### src/rtl/wzh_pkg.sv
package wzh_pkg;

    typedef enum logic [2:0] {
        OP_NEW,
        OP_DISPOSE,
        OP_HIDE,
        OP_SHOW,
        OP_RAISE,
        OP_MOVE,
        OP_HIT,
        OP_NONE
    } t_op;

    typedef enum logic [1:0] {
        BK_IDLE,
        BK_EXEC,
        BK_PART,
        BK_ACT
    } t_back_state;

    localparam logic [1:0] ST_OK      = 2'd0;
    localparam logic [1:0] ST_MISSING = 2'd1;
    localparam logic [1:0] ST_LISTED  = 2'd2;

    localparam logic [2:0] PART_DESK    = 3'd0;
    localparam logic [2:0] PART_CONTENT = 3'd1;
    localparam logic [2:0] PART_DRAG    = 3'd2;
    localparam logic [2:0] PART_GROW    = 3'd3;
    localparam logic [2:0] PART_GOAWAY  = 3'd4;
    localparam logic [2:0] PART_ZOOM    = 3'd5;

    localparam logic [1:0] STYLE_GROW      = 2'd1;
    localparam logic [1:0] STYLE_ZOOM_GROW = 2'd2;
    localparam logic [1:0] STYLE_ZOOM      = 2'd3;

    localparam int SLOT_W = 4;

    typedef struct packed {
        logic [2:0]         mode;
        logic [3:0]         slot;
        logic signed [15:0] pos_h;
        logic signed [15:0] pos_v;
        logic signed [15:0] struct_bottom;
        logic signed [15:0] struct_right;
        logic signed [15:0] content_top;
        logic signed [15:0] content_left;
        logic signed [15:0] content_bottom;
        logic signed [15:0] content_right;
        logic               close_box;
        logic [1:0]         box_style;
    } t_in_item;

    typedef struct packed {
        logic [1:0] status;
        logic [2:0] part;
        logic       hit_valid;
        logic [3:0] hit_slot;
        logic       active_valid;
        logic [3:0] active_slot;
    } t_out_item;

    typedef struct packed {
        t_op                op;
        logic [3:0]         slot;
        logic signed [15:0] pos_h;
        logic signed [15:0] pos_v;
        logic signed [15:0] struct_bottom;
        logic signed [15:0] struct_right;
        logic signed [15:0] content_top;
        logic signed [15:0] content_left;
        logic signed [15:0] content_bottom;
        logic signed [15:0] content_right;
        logic               close_box;
        logic [1:0]         box_style;
    } t_cmd;

    typedef struct packed {
        logic valid;
    } t_q_ctrl;

endpackage

### src/rtl/wzh_if.sv


interface wzh_out_if;
    import wzh_pkg::*;
    logic      valid;
    logic      ready;
    t_out_item payload;
    modport source (output valid, output payload, input ready);
    modport sink (input valid, input payload, output ready);
endinterface

### src/rtl/wzh_back.sv
module wzh_back #(
    parameter int N_SLOTS = 16
) (
    input  logic              i_clk,
    input  logic              i_rst_n,
    input  wzh_pkg::t_q_ctrl  i_q,
    input  wzh_pkg::t_cmd     i_q_cmd,
    output logic              o_q_pop,
    wzh_out_if.source         o_out
);
    import wzh_pkg::*;

    localparam int SIW = (N_SLOTS > 1) ? $clog2(N_SLOTS) : 1;
    localparam int CW  = $clog2(N_SLOTS + 1);

    t_back_state r_state, n_state;

    // z-order list, front at entry 0
    logic [SIW-1:0]     r_list [N_SLOTS];
    logic [CW-1:0]      r_count;
    logic [N_SLOTS-1:0] r_mask;

    // per-window cells
    logic signed [15:0] r_st [N_SLOTS];
    logic signed [15:0] r_sl [N_SLOTS];
    logic signed [15:0] r_sb [N_SLOTS];
    logic signed [15:0] r_sr [N_SLOTS];
    logic signed [15:0] r_ct [N_SLOTS];
    logic signed [15:0] r_cl [N_SLOTS];
    logic signed [15:0] r_cb [N_SLOTS];
    logic signed [15:0] r_cr [N_SLOTS];
    logic [N_SLOTS-1:0] r_vis;
    logic [N_SLOTS-1:0] r_close;
    logic [1:0]         r_style [N_SLOTS];

    t_cmd           r_cmd;
    logic [1:0]     r_status;
    logic [2:0]     r_part;
    logic           r_hit_valid;
    logic [SIW-1:0] r_hit_slot;
    t_out_item      r_out;
    logic           r_out_valid;

    logic           exec_en, part_en, act_load;
    logic [SIW-1:0] sidx;
    logic           in_range, listed, do_write;
    logic [N_SLOTS-1:0] pos_hit, at_or_after, s_in;
    logic [SIW-1:0] list_del [N_SLOTS];
    logic [SIW-1:0] list_raise [N_SLOTS];
    logic [SIW-1:0] list_push [N_SLOTS];
    logic           hit_found, act_found;
    logic [SIW-1:0] hit_w, act_w;
    logic [1:0]     status;
    logic signed [15:0] dh, dv;
    logic signed [15:0] h, v, tb, gb;
    logic [2:0]     part;

    assign sidx     = r_cmd.slot[SIW-1:0];
    assign in_range = ({1'b0, r_cmd.slot} < 5'(N_SLOTS));
    assign listed   = in_range && r_mask[sidx];
    assign h        = r_cmd.pos_h;
    assign v        = r_cmd.pos_v;

    // position of the slot in the list and list rewrites
    always_comb begin
        for (int i = 0; i < N_SLOTS; i++) begin
            pos_hit[i] = (CW'(i) < r_count) && (r_list[i] == sidx);
            s_in[i] = r_vis[i] && v >= r_st[i] && v < r_sb[i]
                      && h >= r_sl[i] && h < r_sr[i];
        end
        at_or_after[0] = pos_hit[0];
        for (int i = 1; i < N_SLOTS; i++) at_or_after[i] = at_or_after[i-1] | pos_hit[i];
        for (int i = 0; i < N_SLOTS; i++) begin
            if (i + 1 < N_SLOTS && at_or_after[i]) list_del[i] = r_list[i+1];
            else list_del[i] = r_list[i];
            if (i == 0) begin
                list_raise[i] = sidx;
                list_push[i]  = sidx;
            end else begin
                list_raise[i] = at_or_after[i-1] ? r_list[i] : r_list[i-1];
                list_push[i]  = r_list[i-1];
            end
        end
    end

    // frontmost hit and frontmost visible window
    always_comb begin
        hit_found = 1'b0;
        hit_w     = '0;
        act_found = 1'b0;
        act_w     = '0;
        for (int i = N_SLOTS - 1; i >= 0; i--) begin
            if (CW'(i) < r_count && s_in[r_list[i]]) begin
                hit_found = 1'b1;
                hit_w     = r_list[i];
            end
            if (CW'(i) < r_count && r_vis[r_list[i]]) begin
                act_found = 1'b1;
                act_w     = r_list[i];
            end
        end
    end

    always_comb begin
        status   = ST_OK;
        do_write = 1'b0;
        case (r_cmd.op)
            OP_NEW: begin
                if (!in_range) status = ST_MISSING;
                else if (listed) status = ST_LISTED;
                else do_write = 1'b1;
            end
            OP_DISPOSE, OP_HIDE, OP_SHOW, OP_RAISE, OP_MOVE: begin
                if (!listed) status = ST_MISSING;
                else do_write = 1'b1;
            end
            default: status = ST_OK;
        endcase
        dh = h - r_sl[sidx];
        dv = v - r_st[sidx];
    end

    // part code of the hit window
    always_comb begin
        tb = r_ct[r_hit_slot] - r_st[r_hit_slot];
        if (tb < 16'sd1) tb = 16'sd1;
        gb = r_sb[r_hit_slot] - r_cb[r_hit_slot];
        if (gb < 16'sd1) gb = 16'sd1;
        if (v >= r_ct[r_hit_slot] && v < r_cb[r_hit_slot]
            && h >= r_cl[r_hit_slot] && h < r_cr[r_hit_slot]) begin
            part = PART_CONTENT;
        end else if (r_close[r_hit_slot] && h >= r_sl[r_hit_slot]
                     && h < 16'(r_sl[r_hit_slot] + tb)
                     && v >= r_st[r_hit_slot] && v < r_ct[r_hit_slot]) begin
            part = PART_GOAWAY;
        end else if ((r_style[r_hit_slot] == STYLE_ZOOM_GROW
                      || r_style[r_hit_slot] == STYLE_ZOOM)
                     && h >= 16'(r_sr[r_hit_slot] - tb) && h < r_sr[r_hit_slot]
                     && v >= r_st[r_hit_slot] && v < r_ct[r_hit_slot]) begin
            part = PART_ZOOM;
        end else if ((r_style[r_hit_slot] == STYLE_GROW
                      || r_style[r_hit_slot] == STYLE_ZOOM_GROW)
                     && h >= 16'(r_sr[r_hit_slot] - gb) && h < r_sr[r_hit_slot]
                     && v >= 16'(r_sb[r_hit_slot] - gb) && v < r_sb[r_hit_slot]) begin
            part = PART_GROW;
        end else begin
            part = PART_DRAG;
        end
    end

    // next state
    always_comb begin
        n_state = r_state;
        case (r_state)
            BK_IDLE: if (i_q.valid) n_state = BK_EXEC;
            BK_EXEC: n_state = (r_cmd.op == OP_HIT && hit_found) ? BK_PART : BK_ACT;
            BK_PART: n_state = BK_ACT;
            BK_ACT:  if (act_load) n_state = BK_IDLE;
            default: n_state = BK_IDLE;
        endcase
    end

    // state outputs
    always_comb begin
        o_q_pop  = 1'b0;
        exec_en  = 1'b0;
        part_en  = 1'b0;
        act_load = 1'b0;
        case (r_state)
            BK_IDLE: o_q_pop = i_q.valid;
            BK_EXEC: exec_en = 1'b1;
            BK_PART: part_en = 1'b1;
            BK_ACT:  act_load = !r_out_valid || o_out.ready;
            default: o_q_pop = 1'b0;
        endcase
    end

    assign o_out.valid   = r_out_valid;
    assign o_out.payload = r_out;

    always_ff @(posedge i_clk) begin
        if (!i_rst_n) begin
            r_state     <= BK_IDLE;
            r_count     <= '0;
            r_mask      <= '0;
            r_out_valid <= 1'b0;
        end else begin
            r_state <= n_state;
            if (exec_en && do_write) begin
                case (r_cmd.op)
                    OP_NEW: begin
                        r_count      <= r_count + CW'(1);
                        r_mask[sidx] <= 1'b1;
                    end
                    OP_DISPOSE: begin
                        r_count      <= r_count - CW'(1);
                        r_mask[sidx] <= 1'b0;
                    end
                    default: r_count <= r_count;
                endcase
            end
            if (act_load) r_out_valid <= 1'b1;
            else if (o_out.ready) r_out_valid <= 1'b0;
        end
    end

    always_ff @(posedge i_clk) begin
        if (o_q_pop) r_cmd <= i_q_cmd;
        if (exec_en) begin
            r_status    <= status;
            r_part      <= PART_DESK;
            r_hit_valid <= (r_cmd.op == OP_HIT) && hit_found;
            r_hit_slot  <= (r_cmd.op == OP_HIT && hit_found) ? hit_w : '0;
        end
        if (part_en) r_part <= part;
        if (exec_en && do_write) begin
            case (r_cmd.op)
                OP_NEW: begin
                    r_st[sidx]    <= r_cmd.pos_v;
                    r_sl[sidx]    <= r_cmd.pos_h;
                    r_sb[sidx]    <= r_cmd.struct_bottom;
                    r_sr[sidx]    <= r_cmd.struct_right;
                    r_ct[sidx]    <= r_cmd.content_top;
                    r_cl[sidx]    <= r_cmd.content_left;
                    r_cb[sidx]    <= r_cmd.content_bottom;
                    r_cr[sidx]    <= r_cmd.content_right;
                    r_vis[sidx]   <= 1'b1;
                    r_close[sidx] <= r_cmd.close_box;
                    r_style[sidx] <= r_cmd.box_style;
                    r_list        <= list_push;
                end
                OP_DISPOSE: r_list <= list_del;
                OP_HIDE:    r_vis[sidx] <= 1'b0;
                OP_SHOW:    r_vis[sidx] <= 1'b1;
                OP_RAISE:   r_list <= list_raise;
                OP_MOVE: begin
                    r_st[sidx] <= r_st[sidx] + dv;
                    r_sb[sidx] <= r_sb[sidx] + dv;
                    r_ct[sidx] <= r_ct[sidx] + dv;
                    r_cb[sidx] <= r_cb[sidx] + dv;
                    r_sl[sidx] <= r_sl[sidx] + dh;
                    r_sr[sidx] <= r_sr[sidx] + dh;
                    r_cl[sidx] <= r_cl[sidx] + dh;
                    r_cr[sidx] <= r_cr[sidx] + dh;
                end
                default: r_vis <= r_vis;
            endcase
        end
        if (act_load) begin
            r_out.status       <= r_status;
            r_out.part         <= r_part;
            r_out.hit_valid    <= r_hit_valid;
            r_out.hit_slot     <= SLOT_W'(r_hit_slot);
            r_out.active_valid <= act_found;
            r_out.active_slot  <= SLOT_W'(act_w);
        end
    end

endmodule

### src/flat_wrapper.sv
// flat-port wrapper written by rule: the top's interface ports become plain ports
module wzh_back_flat import wzh_pkg::*;
#(
    parameter int N_SLOTS = 16
)
  (i_clk, i_rst_n, i_q, i_q_cmd, o_q_pop, o_out_valid, o_out_payload, o_out_ready);
  wzh_out_if o_out_i ();
  input  logic i_clk;
  input  logic i_rst_n;
  input  wzh_pkg::t_q_ctrl i_q;
  input  wzh_pkg::t_cmd i_q_cmd;
  output logic o_q_pop;
  output wire logic [$bits(o_out_i.valid)-1:0] o_out_valid;
  output wire logic [$bits(o_out_i.payload)-1:0] o_out_payload;
  input wire logic [$bits(o_out_i.ready)-1:0] o_out_ready;
  assign o_out_valid = o_out_i.valid;
  assign o_out_payload = o_out_i.payload;
  assign o_out_i.ready = o_out_ready;
  wzh_back #(.N_SLOTS(N_SLOTS)) u_core (.i_clk(i_clk), .i_rst_n(i_rst_n), .i_q(i_q), .i_q_cmd(i_q_cmd), .o_q_pop(o_q_pop), .o_out(o_out_i));
endmodule
### config.mk
export PLATFORM = sky130hd
export DESIGN_NAME = wzh_back_flat
export DESIGN_NICKNAME = d
export VERILOG_FILES = /design/src/rtl/wzh_pkg.sv /design/src/rtl/wzh_if.sv /design/src/rtl/wzh_back.sv /design/src/flat_wrapper.sv
export SDC_FILE = /design/constraint.sdc
export NUM_CORES = 2
export LEC_CHECK = 0
export ABC_CLOCK_PERIOD_IN_PS = 18700
export BUFFER_PORTS_ARGS = -buffer_cell sky130_fd_sc_hd__buf_2
export CORE_ASPECT_RATIO = 0.6
export CORE_MARGIN = 2
export CORE_UTILIZATION = 35
export DETAILED_ROUTE_END_ITERATION = 7
export PLACE_DENSITY_LB_ADDON = 0.2
export SYNTH_ARGS = -nofsm -noshare
export SYNTH_HDL_FRONTEND = slang
export SYNTH_SLANG_ARGS = --single-unit
### constraint.sdc
create_clock -name i_clk -period 18.7 [get_ports i_clk]
set_clock_uncertainty 0.2 [all_clocks]
set_input_delay 1.87 -clock i_clk [delete_from_list [all_inputs] [get_ports i_clk]]
set_output_delay 1.87 -clock i_clk [all_outputs]
set_load 0.03 [all_outputs]
=== After elaboration in Yosys (flattened, before gate mapping) ===
Memory sizes are Yosys's and may differ from the RTL's. A register that Yosys moved wholly into a read port is not among the register bits.
Cells that the tools add are included.

* Add/sub/neg operators: 18
* Multipliers: 0
* Divide/modulo/power cells: 0
* Magnitude comparators: 114
* Equality and inequality tests: 29
* Shifts and indexed selects: 0
* Mux-type cells: 203
* Bitwise gates (word level): 28
* Reduce and logical (&&, ||, !) cells: 150

{| class="wikitable"
|+ Operators with widths
! operator !! count
|-
| greater-or-equal comparator 16 bit || 39
|-
| less-than comparator 16 bit || 38
|-
| 2-to-1 mux 4 bit || 73
|-
| case mux 64 bit (3 select lines) || 1
|-
| 2-to-1 mux 16 bit || 10
|-
| adder 16 bit || 9
|-
| binary-select mux 1 bit (select 4 bit) || 34
|-
| logical AND 1 bit || 129
|-
| subtractor 16 bit || 7
|-
| less-than comparator 4 x 5 -> 1 bit, second input constant || 18
|-
| 2-to-1 mux 1 bit || 69
|-
| case mux 16 bit (2 select lines) || 2
|-
| equality test 4 bit || 15
|-
| less-than comparator 4 x 5 -> 1 bit, first input constant || 8
|-
| AND 16 bit || 2
|-
| less-than comparator 16 x 2 -> 1 bit, second input constant || 2
|-
| bitwise OR 16 bit || 2
|-
| bitwise OR 1 bit || 22
|-
| less-than comparator 3 x 5 -> 1 bit, first input constant || 4
|-
| bitwise mux 16 bit || 1
|-
| NOT 16 bit || 1
|-
| 2-to-1 mux 3 bit || 5
|-
| OR reduction 15 bit || 1
|-
| less-than comparator 1 x 5 -> 1 bit, first input constant || 2
|-
| 28 further kinds || 48
|}

* Flip-flop bits (word level): 283
* Latch bits: 0
* Memory bits (writable): 2,080
* ROM bits: 0
* Bits of input ports: 142
* Output and inout port bits: 17
* Logic and storage cells: 595
* Memories kept: 9

{| class="wikitable"
|+ Memories
! name !! depth !! width !! read ports !! clocked after memory_dff !! wr ports !! line !! source
|-
| u_core.r_cb || 16 || 16 || 2 || 2 || 1 || wzh_back.sv:30 || <nowiki>logic signed [15:0] r_cb [N_SLOTS];</nowiki>
|-
| u_core.r_cl || 16 || 16 || 2 || 2 || 1 || wzh_back.sv:29 || <nowiki>logic signed [15:0] r_cl [N_SLOTS];</nowiki>
|-
| u_core.r_cr || 16 || 16 || 2 || 2 || 1 || wzh_back.sv:31 || <nowiki>logic signed [15:0] r_cr [N_SLOTS];</nowiki>
|-
| u_core.r_ct || 16 || 16 || 2 || 2 || 1 || wzh_back.sv:28 || <nowiki>logic signed [15:0] r_ct [N_SLOTS];</nowiki>
|-
| u_core.r_sb || 16 || 16 || 18 || 2 || 1 || wzh_back.sv:26 || <nowiki>logic signed [15:0] r_sb [N_SLOTS];</nowiki>
|-
| u_core.r_sl || 16 || 16 || 18 || 2 || 1 || wzh_back.sv:25 || <nowiki>logic signed [15:0] r_sl [N_SLOTS];</nowiki>
|-
| 3 more memories || n/a || n/a || n/a || n/a || n/a || n/a ||
|}

=== Depth between registers and ports, before layout ===
An unclocked memory read counts as a cell.

* Word-level depth: 28
* Mapped depth: 56
* Depth with buffers taken out: 49

=== Worst setup path before layout ===
No wires, ideal clock.

* Path type: register -> register
* Start point: register (tool-made name)
* End point: register u_core.r_part[0], data pin
* Library setup time: 154 ps
* Data arrival time: 11,006 ps
* Required time: 18,346 ps
* Slack: 7,340 ps
* Stages on the path, launching flop included: 51
* Path buffers: 8
* Clock period less this slack: 11,360 ps
* Path through: dfxtp_1 > clkbuf_1 > buf_1 > clkbuf_1 > clkbuf_1 > clkbuf_1 > buf_1 > buf_1 > mux4_2 > o211ai_1 > o21ai_0 > ha_1 > a21boi_0 > o21ai_0 > a21boi_0 > o21ai_0 > a21boi_0 > o21ai_0 > (+15 left out) > o21ai_0 > a21oi_1 > o21ai_0 > a21oi_1 > o21ai_0 > a21oi_1 > o21ai_0 > a21oi_1 > o21bai_1 > a21oi_1 > xor2_1 > ha_1 > nand4_1 > o211ai_1 > a21oi_1 > o32ai_1 > o211ai_1 > a21boi_0

{| class="wikitable"
|+ RTL lines
! item !! line !! source
|-
| end signal, assigned || wzh_back.sv:215 || <nowiki>if (part_en) r_part <= part;</nowiki>
|-
| end, declared || wzh_back.sv:38 || <nowiki>logic [2:0] r_part;</nowiki>
|}

==> qor.yml <==
outcome:
  outcome: "complete, but fails checks"
  violations: "capacitance limit"
floorplan:
  ios: 159
  dieArea_sq_um: 442000
  rows: 187
  die_h_um: 516
  die_w_um: 857
  initial_core_util_pct: 35.2
  coreArea_sq_um: 434000
global_route:
  track_usage_pct: 28.3
  overflow: 0
  grt_start_max_net_pins: 111
  grt_first_pass_wirelength_um: 881000
  grt_pass1_vias: 107000
  grt_antenna_before_repair: 79
setup_path:
  worstPathRequired_ns: 19.34
  worst_ep_arrival_time_ns: 13.70
  critPathTopFamily: "compound AO/OA/AOI/OAI gates"
  cp_slowest_stage_delay_ns: 0.69
  worst-path-buf-inv: 2
  cp-start-kind: "register"
  cp_slowest_cell: "mux4_2"
  end_kind: "register"
  path_depth: 43
  critPathKind: "reg2reg"
  path_max_fanout: 71
  reg2regPathDepth: 43
final_layout:
  final_cell_mix: "2339 x edfxtp_1, 1429 x ha_1, 1387 x inv_1, 1360 x mux4_2, 554 x a21oi_1"
  layout_commonest_cell: "edfxtp_1"
  layout-drive-gt1-share_pct: 20.8
  fin_nets: 13200
  area_growth_pct: 11.8
  fin_cells: 17600
drt:
  wirelength_um: 642000
  drt_pass1_iterations: 6
  drt_iter0_markers: 16700
  viasPerCell: 6.31
  drt.antenna.violating_nets: 0
  vias: 111000
  wl_per_cell_um: 36.5
  drc: 0
synthesis:
  synth_seq_area_share_pct: 46.4
  ys.flop_type: "edfxtp_1"
  synthAdderAreaFrac_pct: 11.9
  synth_seq_cells: 2371
  synth-compound-area-share_pct: 8.28
  yosys_warnings: 0
  synthSimpleGateAreaFrac_pct: 6.18
  synth_nets: 12900
  synth_edf_count: 2339
  synth_area_sq_um: 153000
  synth_cell_types: 96
  muxShareOfSynthArea_pct: 21.2
  async_flop_share_pct: 0
  syn-instance-count: 11300
  synth_top_family_by_area: "multiplexers"
  avgSynthCellArea_sq_um: 13.5
  synth-xor-area-share_pct: 1.38
clocking:
  clk_path_buf_depth: 4
  cts_inserted_buffers: 249
  cts.clk_slew.worst_paths_ns: 0.07
  cts.repair.resized: 0
  cts_setup_buffers: 0
  insertion_delay_ns: 1.00
  cts_tree: "yes"
  cts_num_sinks: 2371
  htreeDepth: 4
  ctsHoldBuffers: 0
  cts-root-buf: "clkbuf_16"
placement:
  portBuffers: 158
  pre_cts_ws_ns: 6.00
  dp_hpwl_um: 453000
  dp.cells: 17100
  gp_congestion: 0.995
timing:
  setup_violations: 0
  fin_hold_ws_ns: 0.220
  rsz0062_at_grt: "false"
  tightest_slew_ns: 1.48
  finalCritPeriodShare_pct: 69.8
  layout_setup_ws_ns: 5.64
  min_period_ns: 13.06
  finalSetupTns_ns: 0
  hold_viol_final: 0
  slew_violations: 0
  fmax_mhz: 76.6
  timing.slew.headroom_pct: 1.38
hold_path:
  hold_path_class: "reg2reg"
  hold_depth: 0
power:
  p_leak_nw: 64.3
  p_per_area_nw_per_um2: 191
  vdd_drop_max_v: 0.000198
  p_total_w: 0.0327
flow_run:
  maxCapViolations: 2
sequential cells by signal (all words and copies together), names as in the netlist, 60 cells and up, named ones only:
register and flops:
u_core.r_ct 256, u_core.r_cr 256, u_core.r_sb 256, u_core.r_sl 256, u_core.r_cb 256, u_core.r_sr 256
u_core.list_push 60, u_core.r_cmd 102, u_core.r_cl 256, u_core.r_st 256
path summary, 6_finish.rpt:
path,from,end,slack [ns]
setup / recovery,register,u_core.r_part[0],5.64
hold / removal,u_core.r_status[0],u_core.o_out.payload[13],0.22
setup reg to reg,register,u_core.r_part[0],5.64
hold reg to reg,u_core.r_status[0],u_core.o_out.payload[13],0.22
synthesized netlist by cell type (all sizes together) (38+ instances only):
master | count | share of area, %
nand2b | 106 | 0.43
a211oi | 78 | 0.39
xnor2 | 160 | 0.92
and3 | 55 | 0.23
nor2b | 133 | 0.54
o221ai | 47 | 0.27
inv | 1388 | 3.4
nor4 | 48 | 0.20
a21o | 133 | 0.65
nor3 | 81 | 0.27
mux4 | 1360 | 20
o211ai | 72 | 0.35
o21ai | 457 | 1.5
a21boi | 63 | 0.31
buf | 134 | 0.34
a21oi | 555 | 1.8
nor2 | 360 | 0.88
ha | 1429 | 12
a31oi | 47 | 0.19
nand4 | 221 | 0.90
nand3 | 129 | 0.42
o21a | 86 | 0.42
mux2 | 56 | 0.41
a2111oi | 38 | 0.22
mux2i | 115 | 0.75
o31ai | 63 | 0.31
xor2 | 81 | 0.46
edfxtp | 2339 | 46
nand2 | 533 | 1.3
o21bai | 41 | 0.20
clkbuf | 371 | 0.91
metrics by stage:
stage | util (%) | area [sq um]
floorplan | - | 153000
global placement | 37.5 | 163000
detailed placement | 37.5 | 163000
CTS | 39.4 | 171000
global route | 39.4 | 171000
finish | 39.4 | 171000
routing by layer:
layer | GRT usage [%] | up-vias | wire length, um
met5 | 0 | - | 293
met1 | 41.8 | 57800 | 276000
met4 | 7.24 | 44 | 18700
met2 | 38.0 | 7185 | 252000
met3 | 11.8 | 950 | 95600
li1 | - | 45100 | -
cells by family after synthesis:
kind of cell             after synthesis
flip-flops                          2371
AO/OA/AOI/OAI                       1957
buffers and inverters               1897
AND/OR/NAND/NOR                     1867
multiplexers                        1531
adder cells (fa/ha/maj)             1446
XOR/XNOR                             241
area by class of cell:
cell class | instances | area, sq um
diodes | 28 | 70.1
multi-input cells | 7042 | 75300
flip-flops and latches | 2371 | 70900
clock buffers | 283 | 6400
well taps | 5764 | 7210
clock inverters | 168 | 1810
repair buffers | 553 | 3990
inverters | 1392 | 5230
fillers | 40300 | 263000
power by group:
group | internal (W) | switching [W] | total [W]
clock | 0.00293 | 0.00230 | 0.00523
combinational | 0.00807 | 0.0128 | 0.0209
sequential | 0.00631 | 0.000284 | 0.00659
total | 0.0173 | 0.0154 | 0.0327
(Power assumes the default switching activity.)
